**src/rtl/chrt_pkg.sv**
```systemverilog
`default_nettype none

package chrt_pkg;

    localparam int BUCKETS = 64;
    localparam int SLOTS   = 128;

    localparam int ACT_W    = 2;
    localparam int KEY_W    = 8;
    localparam int SVC_W    = 16;
    localparam int LINK_W   = 8;
    localparam int BUCKET_W = (BUCKETS > 1) ? $clog2(BUCKETS) : 1;
    localparam int SLOT_W   = (SLOTS > 1) ? $clog2(SLOTS) : 1;
    localparam int HASH_W   = 13;
    localparam int STEP_W   = 4;

    localparam int HASH_SRC_MUL = 7;
    localparam int HASH_TGT_MUL = 13;

    localparam logic [LINK_W-1:0] NIL_LINK   = 8'hFF;
    localparam logic [LINK_W-1:0] SLOT_LIMIT = LINK_W'(SLOTS);

    localparam logic [ACT_W-1:0] ACT_ADD    = 2'd0;
    localparam logic [ACT_W-1:0] ACT_REMOVE = 2'd1;
    localparam logic [ACT_W-1:0] ACT_FIND   = 2'd2;

    typedef logic [STEP_W-1:0] step_t;

    // microprogram addresses
    localparam step_t S_FETCH   = 4'd0;
    localparam step_t S_DECODE  = 4'd1;
    localparam step_t S_WINIT   = 4'd2;
    localparam step_t S_CHECK   = 4'd3;
    localparam step_t S_MATCH   = 4'd4;
    localparam step_t S_HIT     = 4'd5;
    localparam step_t S_UNLINK  = 4'd6;
    localparam step_t S_FOUND   = 4'd7;
    localparam step_t S_ADD     = 4'd8;
    localparam step_t S_ADDWR   = 4'd9;
    localparam step_t S_FAIL    = 4'd10;
    localparam step_t S_DONE    = 4'd11;

    typedef enum logic [3:0] {
        C_NEVER    = 4'd0,
        C_ALWAYS   = 4'd1,
        C_IN_TAKE  = 4'd2,
        C_IS_ADD   = 4'd3,
        C_NOT_WALK = 4'd4,
        C_LINK_BAD = 4'd5,
        C_KEY_MISS = 4'd6,
        C_IS_FIND  = 4'd7,
        C_FULL     = 4'd8,
        C_OUT_FREE = 4'd9
    } cond_t;

    typedef enum logic [2:0] {
        R_NONE   = 3'd0,
        R_FAIL   = 3'd1,
        R_ADD    = 3'd2,
        R_FIND   = 3'd3,
        R_REMOVE = 3'd4
    } res_t;

    typedef struct packed {
        cond_t cond;
        step_t jmp;
        logic  stay;
        logic  take_in;
        logic  walk_init;
        logic  slot_rd;
        logic  adv_on_miss;
        logic  add_wr;
        logic  unlink_wr;
        res_t  res;
        logic  post;
    } ctrl_t;

    typedef struct packed {
        logic in_take;
        logic is_add;
        logic is_walk;
        logic link_bad;
        logic key_miss;
        logic is_find;
        logic full;
        logic out_free;
    } flags_t;

    // BUCKETS is a power of two, so the remainder is a mask
    function automatic logic [BUCKET_W-1:0] bucket_of(input logic [KEY_W-1:0] s,
                                                      input logic [KEY_W-1:0] t);
        logic [HASH_W-1:0] sum;
        logic [HASH_W-1:0] rem;
        sum = HASH_W'(s) * HASH_W'(HASH_SRC_MUL) + HASH_W'(t) * HASH_W'(HASH_TGT_MUL);
        rem = sum % HASH_W'(BUCKETS);
        return rem[BUCKET_W-1:0];
    endfunction

    // control store: jump taken when cond holds, else stay or fall through
    function automatic ctrl_t ucode_rom(input step_t s);
        ctrl_t w;
        w      = '0;
        w.cond = C_ALWAYS;
        w.jmp  = S_FETCH;
        w.res  = R_NONE;
        unique case (s)
            S_FETCH:
            begin
                w.take_in = 1'b1;
                w.cond    = C_IN_TAKE;
                w.jmp     = S_DECODE;
                w.stay    = 1'b1;
            end
            S_DECODE:
            begin
                w.cond = C_IS_ADD;
                w.jmp  = S_ADD;
            end
            S_WINIT:
            begin
                w.walk_init = 1'b1;
                w.cond      = C_NOT_WALK;
                w.jmp       = S_FAIL;
            end
            S_CHECK:
            begin
                w.slot_rd = 1'b1;
                w.cond    = C_LINK_BAD;
                w.jmp     = S_FAIL;
            end
            S_MATCH:
            begin
                w.adv_on_miss = 1'b1;
                w.cond        = C_KEY_MISS;
                w.jmp         = S_CHECK;
            end
            S_HIT:
            begin
                w.cond = C_IS_FIND;
                w.jmp  = S_FOUND;
            end
            S_UNLINK:
            begin
                w.unlink_wr = 1'b1;
                w.res       = R_REMOVE;
                w.jmp       = S_DONE;
            end
            S_FOUND:
            begin
                w.res = R_FIND;
                w.jmp = S_DONE;
            end
            S_ADD:
            begin
                w.cond = C_FULL;
                w.jmp  = S_FAIL;
            end
            S_ADDWR:
            begin
                w.add_wr = 1'b1;
                w.res    = R_ADD;
                w.jmp    = S_DONE;
            end
            S_FAIL:
            begin
                w.res  = R_FAIL;
                w.cond = C_NEVER;
            end
            S_DONE:
            begin
                w.post = 1'b1;
                w.cond = C_OUT_FREE;
                w.jmp  = S_FETCH;
                w.stay = 1'b1;
            end
            default:
            begin
                w.jmp = S_FETCH;
            end
        endcase
        return w;
    endfunction

endpackage

`default_nettype wire

```
**src/rtl/chrt_sequencer.sv**
```systemverilog
`default_nettype none

module chrt_sequencer (
    input  wire logic            clk,
    input  wire logic            rst_n,
    input  wire chrt_pkg::flags_t flags,
    output chrt_pkg::ctrl_t      ctrl
);

    chrt_pkg::step_t step_reg;
    chrt_pkg::step_t step_next;
    logic            cond_hit;

    assign ctrl = chrt_pkg::ucode_rom(step_reg);

    always_comb
    begin
        unique case (ctrl.cond)
            chrt_pkg::C_NEVER:    cond_hit = 1'b0;
            chrt_pkg::C_ALWAYS:   cond_hit = 1'b1;
            chrt_pkg::C_IN_TAKE:  cond_hit = flags.in_take;
            chrt_pkg::C_IS_ADD:   cond_hit = flags.is_add;
            chrt_pkg::C_NOT_WALK: cond_hit = !flags.is_walk;
            chrt_pkg::C_LINK_BAD: cond_hit = flags.link_bad;
            chrt_pkg::C_KEY_MISS: cond_hit = flags.key_miss;
            chrt_pkg::C_IS_FIND:  cond_hit = flags.is_find;
            chrt_pkg::C_FULL:     cond_hit = flags.full;
            chrt_pkg::C_OUT_FREE: cond_hit = flags.out_free;
            default:              cond_hit = 1'b0;
        endcase
    end

    always_comb
    begin
        if (cond_hit)
        begin
            step_next = ctrl.jmp;
        end
        else if (ctrl.stay)
        begin
            step_next = step_reg;
        end
        else
        begin
            step_next = step_reg + chrt_pkg::STEP_W'(1);
        end
    end

    always_ff @(posedge clk or negedge rst_n)
    begin
        if (!rst_n)
        begin
            step_reg <= chrt_pkg::S_FETCH;
        end
        else
        begin
            step_reg <= step_next;
        end
    end

    a_take_to_decode: assert property (@(posedge clk) disable iff (!rst_n)
        flags.in_take |=> step_reg == chrt_pkg::S_DECODE)
        else $error("accepted word did not move to decode");

    a_step_in_program: assert property (@(posedge clk) disable iff (!rst_n)
        step_reg <= chrt_pkg::S_DONE)
        else $error("step counter left the program");

    a_done_returns: assert property (@(posedge clk) disable iff (!rst_n)
        (step_reg == chrt_pkg::S_DONE && flags.out_free) |=> step_reg == chrt_pkg::S_FETCH)
        else $error("result posted but sequencer did not return to fetch");

endmodule

`default_nettype wire

```
**config.mk**
```make
export PLATFORM = sky130hd
export DESIGN_NAME = chrt_sequencer
export DESIGN_NICKNAME = d
export VERILOG_FILES = /design/src/rtl/chrt_pkg.sv /design/src/rtl/chrt_sequencer.sv
export SDC_FILE = /design/constraint.sdc
export NUM_CORES = 1
export LEC_CHECK = 0
export ABC_AREA = 1
export BUFFER_PORTS_ARGS = -buffer_cell sky130_fd_sc_hd__clkbuf_2
export CAP_MARGIN = 0
export CORE_MARGIN = 1
export CORE_UTILIZATION = 50
export CTS_CLUSTER_SIZE = 10
export DETAILED_ROUTE_END_ITERATION = 12
export HOLD_SLACK_MARGIN = 0.03
export PLACE_DENSITY = 0.83
export SETUP_SLACK_MARGIN = 0.4
export SKIP_LAST_GASP = 1
export SLEW_MARGIN = 20
export SYNTH_ARGS = -nofsm -noshare
export SYNTH_HDL_FRONTEND = slang
export SYNTH_SLANG_ARGS = --single-unit
```
**constraint.sdc**
```tcl
create_clock -name clk -period 3.2 [get_ports clk]
set_clock_uncertainty 0.2 [all_clocks]
set_input_delay 0.64 -clock clk [delete_from_list [all_inputs] [get_ports clk]]
set_output_delay 0.64 -clock clk [all_outputs]
set_load 0.05 [all_outputs]
```
---- Yosys cells after proc, flatten, opt, wreduce, memory -nomap -nowiden ----
Index checks and enable logic that the tools add are counted.
storage, ports and cells
  output and inout bits ................... 19
  input port bits ......................... 10
  flip-flop bits (word level) ............. 4
  word-level logic and storage cells ...... 42
cells by class
  mux-type cells .......................... 14
  $add $sub $neg .......................... 1
  equality and inequality tests ........... 21
  reduce and logical (&&, ||, !) cells .... 5
operators with widths
  kind                 count
  $pmux 4 s9           1
  $eq 4x3->1 const B   8
  $eq 4x4->1 const B   6
  $pmux 4 s6           1
  $eq 4x2->1 const B   4
  $pmux 3 s4           1
  $pmux 1 s9           1
  $eq 4x1->1 const B   2
  $mux 1               8
  $mux 4               2
  $reduce_or 3->1      2
  $add 4x1->4 const B  1
  $logic_not 4->1      1
  $ne 2x1->1 const B   1
  $reduce_or 2->1      1
  $logic_not 1->1      1

---- Longest topological paths before layout ----
Gate-level depths: netlist of the first run.
  depth in word-level cells ............... 5
  depth in mapped cells ................... 15
  depth with buffers taken out ............ 15

---- Worst setup path after synthesis of the first run ----
Ideal clock, no wire load.
  path kind ............................... flip-flop to output port
  start point ............................. register step_reg[1]
  end point ............................... output port ctrl[11] in the netlist's numbering
  buffers on the path ..................... 0
  stages on the path, launching flop included .. 9
  required time ........................... 2.360 ns
  data arrival time ....................... 2.115 ns
  slack ................................... 0.245 ns
  cells stage by stage .................... dfrtp_1 -> inv_1 -> ha_1 -> inv_1 -> nor2_1 -> inv_1 -> nor2_1 -> nor3_1 -> inv_1
RTL lines
  element                 RTL line              text
  from (decl)             chrt_sequencer.sv:10  chrt_pkg::step_t step_reg;
  from (signal assigned)  chrt_sequencer.sv:53  step_reg <= chrt_pkg::S_FETCH;
  from (signal assigned)  chrt_sequencer.sv:57  step_reg <= step_next;
  to (decl)               chrt_sequencer.sv:7   output chrt_pkg::ctrl_t ctrl

==> key figures, run 1 <==
Critical path
  – R2R depth: 13
  – Startpoint class of the critical path: flip-flop
  – Worst Path Arrival: 1.86 ns
  – Crit. End Element: output pin
  – CP Data Required Time: 2.36 ns
  – RR Endpoint: step_reg[1]
  – CP Max Fanout: 6
  – Reg2reg start: step_reg[0]
  – Worst reg-to-reg setup slack: 1.08 ns
  – Crit Path Category: flip-flop to output pin

Floorplan
  – Die height: 38.9 um
  – Chip width: 38.9 um
  – Std-Cell Rows: 12
  – Starting density of the core: 57.5%
  – # IOs: 29
  – Core area: 1190 um2
  – Die footprint: 1520 um2

Yosys
  – Top cells by area, synth: dfrtp_1 15%, nand2_1 14%, nand2_4 13%
  – Post-synth top area share: 14.7%
  – FFs w/ async S/R, synth: 100%
  – Number of synthesized flops with an enable pin: 0
  – Netlist cell types: 24
  – Largest area contributor in the netlist: dfrtp_1
  – Post-Syn Instances: 108
  – YS warnings: 0
  – Avg Inst Size Synth: 6.31 um2
  – Seq/Total Area, Yosys: 14.7%
  – Post-synth top cells: 25 x nand2_1, 21 x inv_1, 11 x nand3_1
  – Post-Syn Area: 682 um2
  – Synth Register Bits: 4
  – Top FF cell, synth: dfrtp_1
  – Syn_nets: 123
  – Most frequent cell after synthesis: nand2_1

STA
  – Worst slew pin tran: 0.276 ns
  – Final worst-path cycle share: 84.2%
  – FMAX: 0.371 GHz
  – Crit path time final: 2.70 ns
  – Final setup TNS: 0 ns
  – Final Max Slew Viols: 0
  – Setup violations, final: 0
  – Final Hold Vio Count: 0
  – RSZ-0062 raised after global routing: no
  – Slew margin rel.: 81.4%

Route
  – Total Wirelength: 1690 um
  – Via count: 758
  – DRT Pass-1 Iters: 4
  – Initial DRC Count: 26
  – Post-DR vias/cell: 4.95
  – Routed Antenna Nets: 0
  – # DRC: 0
  – Drt wl/cell: 11.0 um

GRT
  – Largest net degree at the start of global routing: 8
  – Gr usage total: 25.0%
  – Number of global-route vias before repair: 621
  – First-pass GRT wire length: 2580 um
  – Initial antenna violation count: 0
  – GRT overflow: 0

Placement
  – Post-DP HPWL: 1350 um
  – RePlAce Congestion: 0.819
  – Port bufs: 28

Min path
  – Worst Hold Path Cells: 2
  – Hold Crit Class: flip-flop to flip-flop
  – Worst Hold Path EP: step_reg[1]
  – Hold_sp: step_reg[1]

Finish
  – Ant diodes: 0
  – Max FFs per register: 4
  – Area of the multi-input gates: 484 um2
  – Post-layout net count: 156
  – Layout cells sized above 1: 41.0%
  – Register area: 103 um2
  – Layout area overhead: 29.4%
  – Number of fill cells: 103

Clock network
  – Skew-Pair Late Insertion Delay: 0.23 ns
  – H-tree levels: 1
  – Worst-case clock buffer depth: 2
  – CTS clk-pin slew, worst paths: 0.04 ns
  – Clk root buf: clkbuf_4
  – CTS tree: built
  – Sink Count: 4
  – CTS Buf Count: 3

Run status
  – Status: complete, no violations

Run
  – Max_cap viols: 0
## routing by layer
metal,vias up,wire [um],global-route usage [%]
met2,27,833,38.8
met1,337,785,36.2
met4,0,0,7.76
met3,0,68,1.73
li1,394,-,-
met5,-,0,0
## stage by stage
stage | utilization, % | setup WS, ns | hold WS (ns) | cell area [um2] | std cells
global placement | 70.6 | 0.697 | 0.245 | 837 | 149
finish | 74.4 | 0.505 | 0.446 | 882 | 153
global route | 74.4 | 0.401 | 0.461 | 882 | 153
CTS | 73.5 | 0.425 | 0.487 | 872 | 153
floorplan | - | 0.449 | 0.144 | 687 | 108
detailed placement | 70.6 | 0.638 | 0.252 | 837 | 149
## placed cells by master (no fill, tap or decap), drive strengths merged
cell	instances
clkinv	2
o21ai	3
xor2	2
o31ai	1
nand2	35
dfrtp	4
ha	5
inv	24
clkbuf	29
nand3	12
and3	1
nor3	2
nand4	2
buf	2
nand3b	1
a21oi	2
nor2	11
dlygate4sd3	1
## cell families after synthesis
kind of cell	after synthesis	synth area share, %
buffers and inverters	27	16.1
and+or+nand+nor	64	51.6
adders and majority gates	5	9.17
DFF	4	14.7
xor gates and xnor gates	2	2.57
AOI/OAI and AO/OA	6	5.87
## worst max-delay path, cell delays in order (launching register included)
cell and delay, ns:
dfrtp_2 0.42, inv_1 0.09, ha_1 0.25, inv_1 0.12, nor2_2 0.06, inv_1 0.12, nand2_4 0.08, nor2_4 0.14
nand2_4 0.06, nand2_4 0.09, buf_4 0.20
## final cells by class
cell class / count / share of cell area, %
Multi-Input combinational cell: 77 / 54.9
Timing Repair Buffer: 29 / 17.3
Sequential cell: 4 / 11.6
Inverter: 26 / 11.6
Clock buffer: 3 / 2.55
Tap cell: 14 / 1.99
## worst max-delay path by stage
stage,start,end,slack [ns]
3_5_place_dp,step_reg[0],ctrl[15],0.64
3_3_place_gp,step_reg[1],ctrl[15],0.70
6_report,step_reg[0],ctrl[15],0.50
5_1_grt,step_reg[0],ctrl[14],0.40
4_1_cts,step_reg[0],ctrl[15],0.42
2_1_floorplan,step_reg[1],ctrl[14],0.45
## what timing repair did
item / CTS / global route
setup buffers: 0 / 0
setup endpoints to repair: 1 / 4
gates resized for setup: 1 / 6
gates cloned: 0 / 0
hold endpoints to repair: 4 / 0
hold buffers: 1 / 0
Power of run 1 is not shown: default switching activity piles up to over one toggle a cycle in this logic, so the estimate is an artifact.
==> run 2, diff against run 1 <==
--- a/config.mk
+++ b/config.mk
@@ -5,15 +5,15 @@
 export SDC_FILE = /design/constraint.sdc
 export NUM_CORES = 1
 export LEC_CHECK = 0
-export ABC_AREA = 1
+export ABC_AREA = 0
 export BUFFER_PORTS_ARGS = -buffer_cell sky130_fd_sc_hd__clkbuf_2
 export CAP_MARGIN = 0
 export CORE_MARGIN = 1
-export CORE_UTILIZATION = 50
+export CORE_UTILIZATION = 42
 export CTS_CLUSTER_SIZE = 10
 export DETAILED_ROUTE_END_ITERATION = 12
 export HOLD_SLACK_MARGIN = 0.03
-export PLACE_DENSITY = 0.83
+export PLACE_DENSITY = 0.74
 export SETUP_SLACK_MARGIN = 0.4
 export SKIP_LAST_GASP = 1
 export SLEW_MARGIN = 20
==> constraint.sdc (replaced) <==
create_clock -name clk -period 2.44 [get_ports clk]
set_clock_uncertainty 0.2 [all_clocks]
set_input_delay 0.488 -clock clk [delete_from_list [all_inputs] [get_ports clk]]
set_output_delay 0.488 -clock clk [all_outputs]
set_load 0.05 [all_outputs]
==> key figures, run 2 <==
Run status
  – Status: did not finish
  – Fail Step: global routing
  – First reported error: [ERROR DPL-0038] Utilization greater than 100%, impossible to legalize

Floorplan
  – Die height: 42.8 um
  – Std-Cell Rows: 14
  – Chip width: 42.8 um
  – # IOs: 29
  – Starting density of the core: 46.0%

Yosys
  – FFs w/ async S/R, synth: 100%
  – Synth Register Bits: 4
  – Seq/Total Area, Yosys: 14.3%
  – Largest area contributor in the netlist: dfrtp_1
  – Syn_nets: 99
  – Avg Inst Size Synth: 8.34 um2
  – Top cells by area, synth: dfrtp_1 14%, mux2_4 11%, ha_1 8.9%
  – Top FF cell, synth: dfrtp_1
  – Post-synth top cells: 8 x nor2_1, 6 x and2_1, 5 x ha_1, 5 x inv_1, 5 x mux2_4
  – Post-Syn Area: 701 um2
  – Post-synth top area share: 14.3%
  – Post-Syn Instances: 84
  – Number of synthesized flops with an enable pin: 0
  – Netlist cell types: 37
  – YS warnings: 0
  – Most frequent cell after synthesis: nor2_1

STA
  – Worst_ep grt: ctrl[14]
  – Worst ep type: primary output

Clock network
  – H-tree levels: 1
  – Worst-case clock buffer depth: 2
  – Clk root buf: clkbuf_4
  – CTS Buf Count: 3
  – Sink Count: 4

GRT
  – Largest net degree at the start of global routing: 15

Placement
  – Port bufs: 28
  – Post-Place Cells: 132
  – Area of placed instances: 971 um2
  – RePlAce Congestion: 0.815
  – Post-DP HPWL: 1470 um
-- run 2: stage by stage --
stage / hold WS (ns) / worst slack [ns]
floorplan: -0.00759 / -0.0716
detailed placement: 0.106 / -0.0278
global placement: 0.0983 / 0.0255
CTS: 0.395 / -0.0289
-- run 2: what timing repair did --
item / in CTS
cloned: 0
hold buffers: 1
buffers inserted: 15
pin swaps: 8
endpoints found under the hold margin: 4
resized for setup: 75
endpoints found under the setup margin: 23
-- run 2: cells by family after synthesis --
logic type | Yosys count | synth area share (%)
and+or+nand+nor | 35 | 29.1
AOI/OAI and AO/OA | 16 | 17.9
buffers and inverters | 11 | 8.04
muxes | 10 | 18.0
adders and majority gates | 5 | 8.93
DFF | 4 | 14.3
xor gates and xnor gates | 3 | 3.75
==> run 3, diff against run 2 <==
--- a/config.mk
+++ b/config.mk
@@ -8,13 +8,10 @@
 export ABC_AREA = 0
 export BUFFER_PORTS_ARGS = -buffer_cell sky130_fd_sc_hd__clkbuf_2
 export CAP_MARGIN = 0
-export CORE_MARGIN = 1
-export CORE_UTILIZATION = 42
-export CTS_CLUSTER_SIZE = 10
+export CORE_AREA = 2 2 63 65
 export DETAILED_ROUTE_END_ITERATION = 12
-export HOLD_SLACK_MARGIN = 0.03
-export PLACE_DENSITY = 0.74
-export SETUP_SLACK_MARGIN = 0.4
+export DIE_AREA = 0 0 65 67
+export PLACE_DENSITY_LB_ADDON = 0.15
 export SKIP_LAST_GASP = 1
 export SLEW_MARGIN = 20
 export SYNTH_ARGS = -nofsm -noshare
==> constraint.sdc (replaced) <==
create_clock -name clk -period 3.15 [get_ports clk]
set_clock_uncertainty 0.2 [all_clocks]
set_input_delay 0.63 -clock clk [delete_from_list [all_inputs] [get_ports clk]]
set_output_delay 0.63 -clock clk [all_outputs]
set_load 0.05 [all_outputs]
==> key figures, run 3 <==
Placement
  – Area of placed instances: 877 um2
  – Post-DP HPWL: 1450 um
  – RePlAce Congestion: 0.694
  – Port bufs: 28

Yosys
  – Number of synthesized flops with an enable pin: 0
  – Top FF cell, synth: dfrtp_1
  – Post-Synth Adder-Cell Area: 8.93%
  – Most frequent cell after synthesis: nor2_1
  – Synth Area in Compound Gates: 17.9%
  – XOR/XNOR Fraction of Synth Area: 3.75%
  – Largest area contributor in the netlist: dfrtp_1
  – Largest family of logic cells by synthesized area: simple AND/OR/NAND/NOR gates
  – Post-Syn Instances: 84
  – Seq/Total Area, Yosys: 14.3%
  – Synth Register Bits: 4
  – Post-Syn Area: 701 um2
  – Syn_nets: 99
  – FFs w/ async S/R, synth: 100%
  – Synth Area in Simple Gates: 29.1%
  – Mux contribution to synthesized area: 18.0%
  – Post-synth top area share: 14.3%
  – Top cells by area, synth: dfrtp_1 14%, mux2_4 11%, ha_1 8.9%
  – Avg Inst Size Synth: 8.34 um2
  – Netlist cell types: 37
  – YS warnings: 0
  – Post-synth top cells: 8 x nor2_1, 6 x and2_1, 5 x ha_1, 5 x inv_1, 5 x mux2_4

Route
  – Total Wirelength: 1820 um
  – Post-DR vias/cell: 4.19
  – Via count: 662
  – Routed Antenna Nets: 0
  – Drt wl/cell: 11.5 um
  – DRT Pass-1 Iters: 3
  – # DRC: 0
  – Initial DRC Count: 13

Critical path
  – Crit. End Element: output pin
  – Buf+Inv Stages, Crit Path: 2
  – Reg2reg start: step_reg[0]
  – Crit Path Category: flip-flop to output pin
  – CP Max Fanout: 8
  – Worst Path Arrival: 2.06 ns
  – Crit-path slowest cell: dfrtp_1
  – R2R depth: 8
  – Crit-path leading delay family: flip-flops
  – Worst reg-to-reg setup slack: 0.48 ns
  – Worst path max stage delay: 0.45 ns
  – Critical-path cell list: inv_1, ha_1, nor4_1, nor3_1, a211o_1, clkbuf_2
  – RR Endpoint: step_reg[1]
  – Startpoint class of the critical path: flip-flop
  – CP Data Required Time: 2.32 ns

Floorplan
  – Core area: 3610 um2
  – Std-Cell Rows: 22
  – Starting density of the core: 19.4%
  – Die footprint: 4360 um2
  – # IOs: 29
  – Die height: 67 um
  – Chip width: 65 um

Finish
  – Commonest non-fill, non-tap cell in the layout: clkbuf_2
  – Layout area overhead: 31.4%
  – Final core occ: 25.5%
  – Post-layout net count: 127
  – Cell area after layout: 921 um2
  – Commonest cells after routing, fill and taps aside: 28 x clkbuf_2, 8 x nor2_1, 6 x and2_1, 5 x inv_1, 5 x mux2_4
  – Layout cells sized above 1: 44.5%
  – Max FFs per register: 4
  – Ant diodes: 0

STA
  – Final Max Slew Viols: 0
  – WHS: 0.0151 ns
  – Final Hold Vio Count: 0
  – Slew margin rel.: 57.4%
  – FMAX: 0.346 GHz
  – Final setup TNS: 0 ns
  – Worst slew pin tran: 0.640 ns
  – Final worst-path cycle share: 91.7%
  – RSZ-0062 raised after global routing: no
  – Setup violations, final: 0
  – Crit path time final: 2.89 ns

GRT
  – Largest net degree at the start of global routing: 20
  – GRT overflow: 0
  – Gr busiest metal: met2
  – First-pass GRT wire length: 2920 um
  – Routing usage on met1: 10.8%
  – Number of global-route vias before repair: 647
  – Met3 global-route usage: 1.86%
  – M2 GR Usage: 15.1%
  – Gr usage total: 8.58%
  – Initial antenna violation count: 0

Clock network
  – H-tree levels: 1
  – Worst-case clock buffer depth: 2
  – CTS hold repair buffers: 0
  – CTS tree: built
  – CTS clk-pin slew, worst paths: 0.03 ns
  – CTS Buf Count: 3
  – Skew-Pair Late Insertion Delay: 0.22 ns
  – Sink Count: 4
  – Clk root buf: clkbuf_8

Run
  – Max_cap viols: 0

Min path
  – Hold Crit Class: primary input to asynchronous set/reset pin

Run status
  – Status: complete, no violations
[run 3: area by class of cell]
type / instances / area, um2
repair buffers: 29 / 148
clock buffers: 3 / 41.3
fillers: 415 / 2690
flip-flops and latches: 4 / 100
well taps: 48 / 60.1
multi-input cells: 69 / 553
inverters: 5 / 18.8
[run 3: cells by family (layout without fill, tap and decap cells)]
family,count (synthesis),after routing
and+or+nand+nor,35,35
AOI/OAI and AO/OA,16,16
xor gates and xnor gates,3,3
muxes,10,10
DFF,4,4
buffers and inverters,11,37
adders and majority gates,5,5
[run 3: how the worst max path moves through the flow]
| stage | startpoint | end | slack, ns | depth (start not counted) |
|---|---|---|---|---|
| after floorplan | step_reg[0] | step_reg[1] | 0.44 | 8 |
| after global placement | step_reg[0] | ctrl[12] | 0.42 | 6 |
| after detailed placement | step_reg[0] | ctrl[12] | 0.39 | 6 |
| after CTS | step_reg[0] | ctrl[12] | 0.15 | 6 |
| after global routing | step_reg[0] | ctrl[17] | 0.09 | 6 |
| final | step_reg[0] | ctrl[14] | 0.26 | 6 |
[run 3: metrics by stage]
| stage | cells | worst slack [ns] |
|---|---|---|
| after global routing | 158 | 0.0921 |
| after CTS | 158 | 0.151 |
| after detailed placement | 155 | 0.386 |
| final | 158 | 0.263 |
| after global placement | 155 | 0.419 |
| after floorplan | 84 | 0.440 |
[run 3: repair_timing]
item / in CTS / in global routing
gates resized for setup: 0 / 1
buffers inserted: 0 / 0
setup endpoints to repair: 0 / 1
[run 3: per-layer routing]
| layer | wire length (um) | vias to the layer above | part of all wire [%] |
|---|---|---|---|
| met3 | 71 | 0 | 3.9 |
| met5 | 0 | - | 0 |
| met4 | 0 | 0 | 0 |
| li1 | - | 346 | - |
| met1 | 867 | 303 | 48 |
| met2 | 884 | 13 | 48 |
[run 3: worst register-to-register path, stage by stage (launching register included)]
cell and delay, ns:
dfrtp_1 0.45, inv_1 0.11, ha_1 0.31, nor3_1 0.44, a21oi_1 0.10, nor3_1 0.22
a211oi_1 0.08, mux2_4 0.33, mux2_4 0.31
Power of run 3 is left out for the same reason.
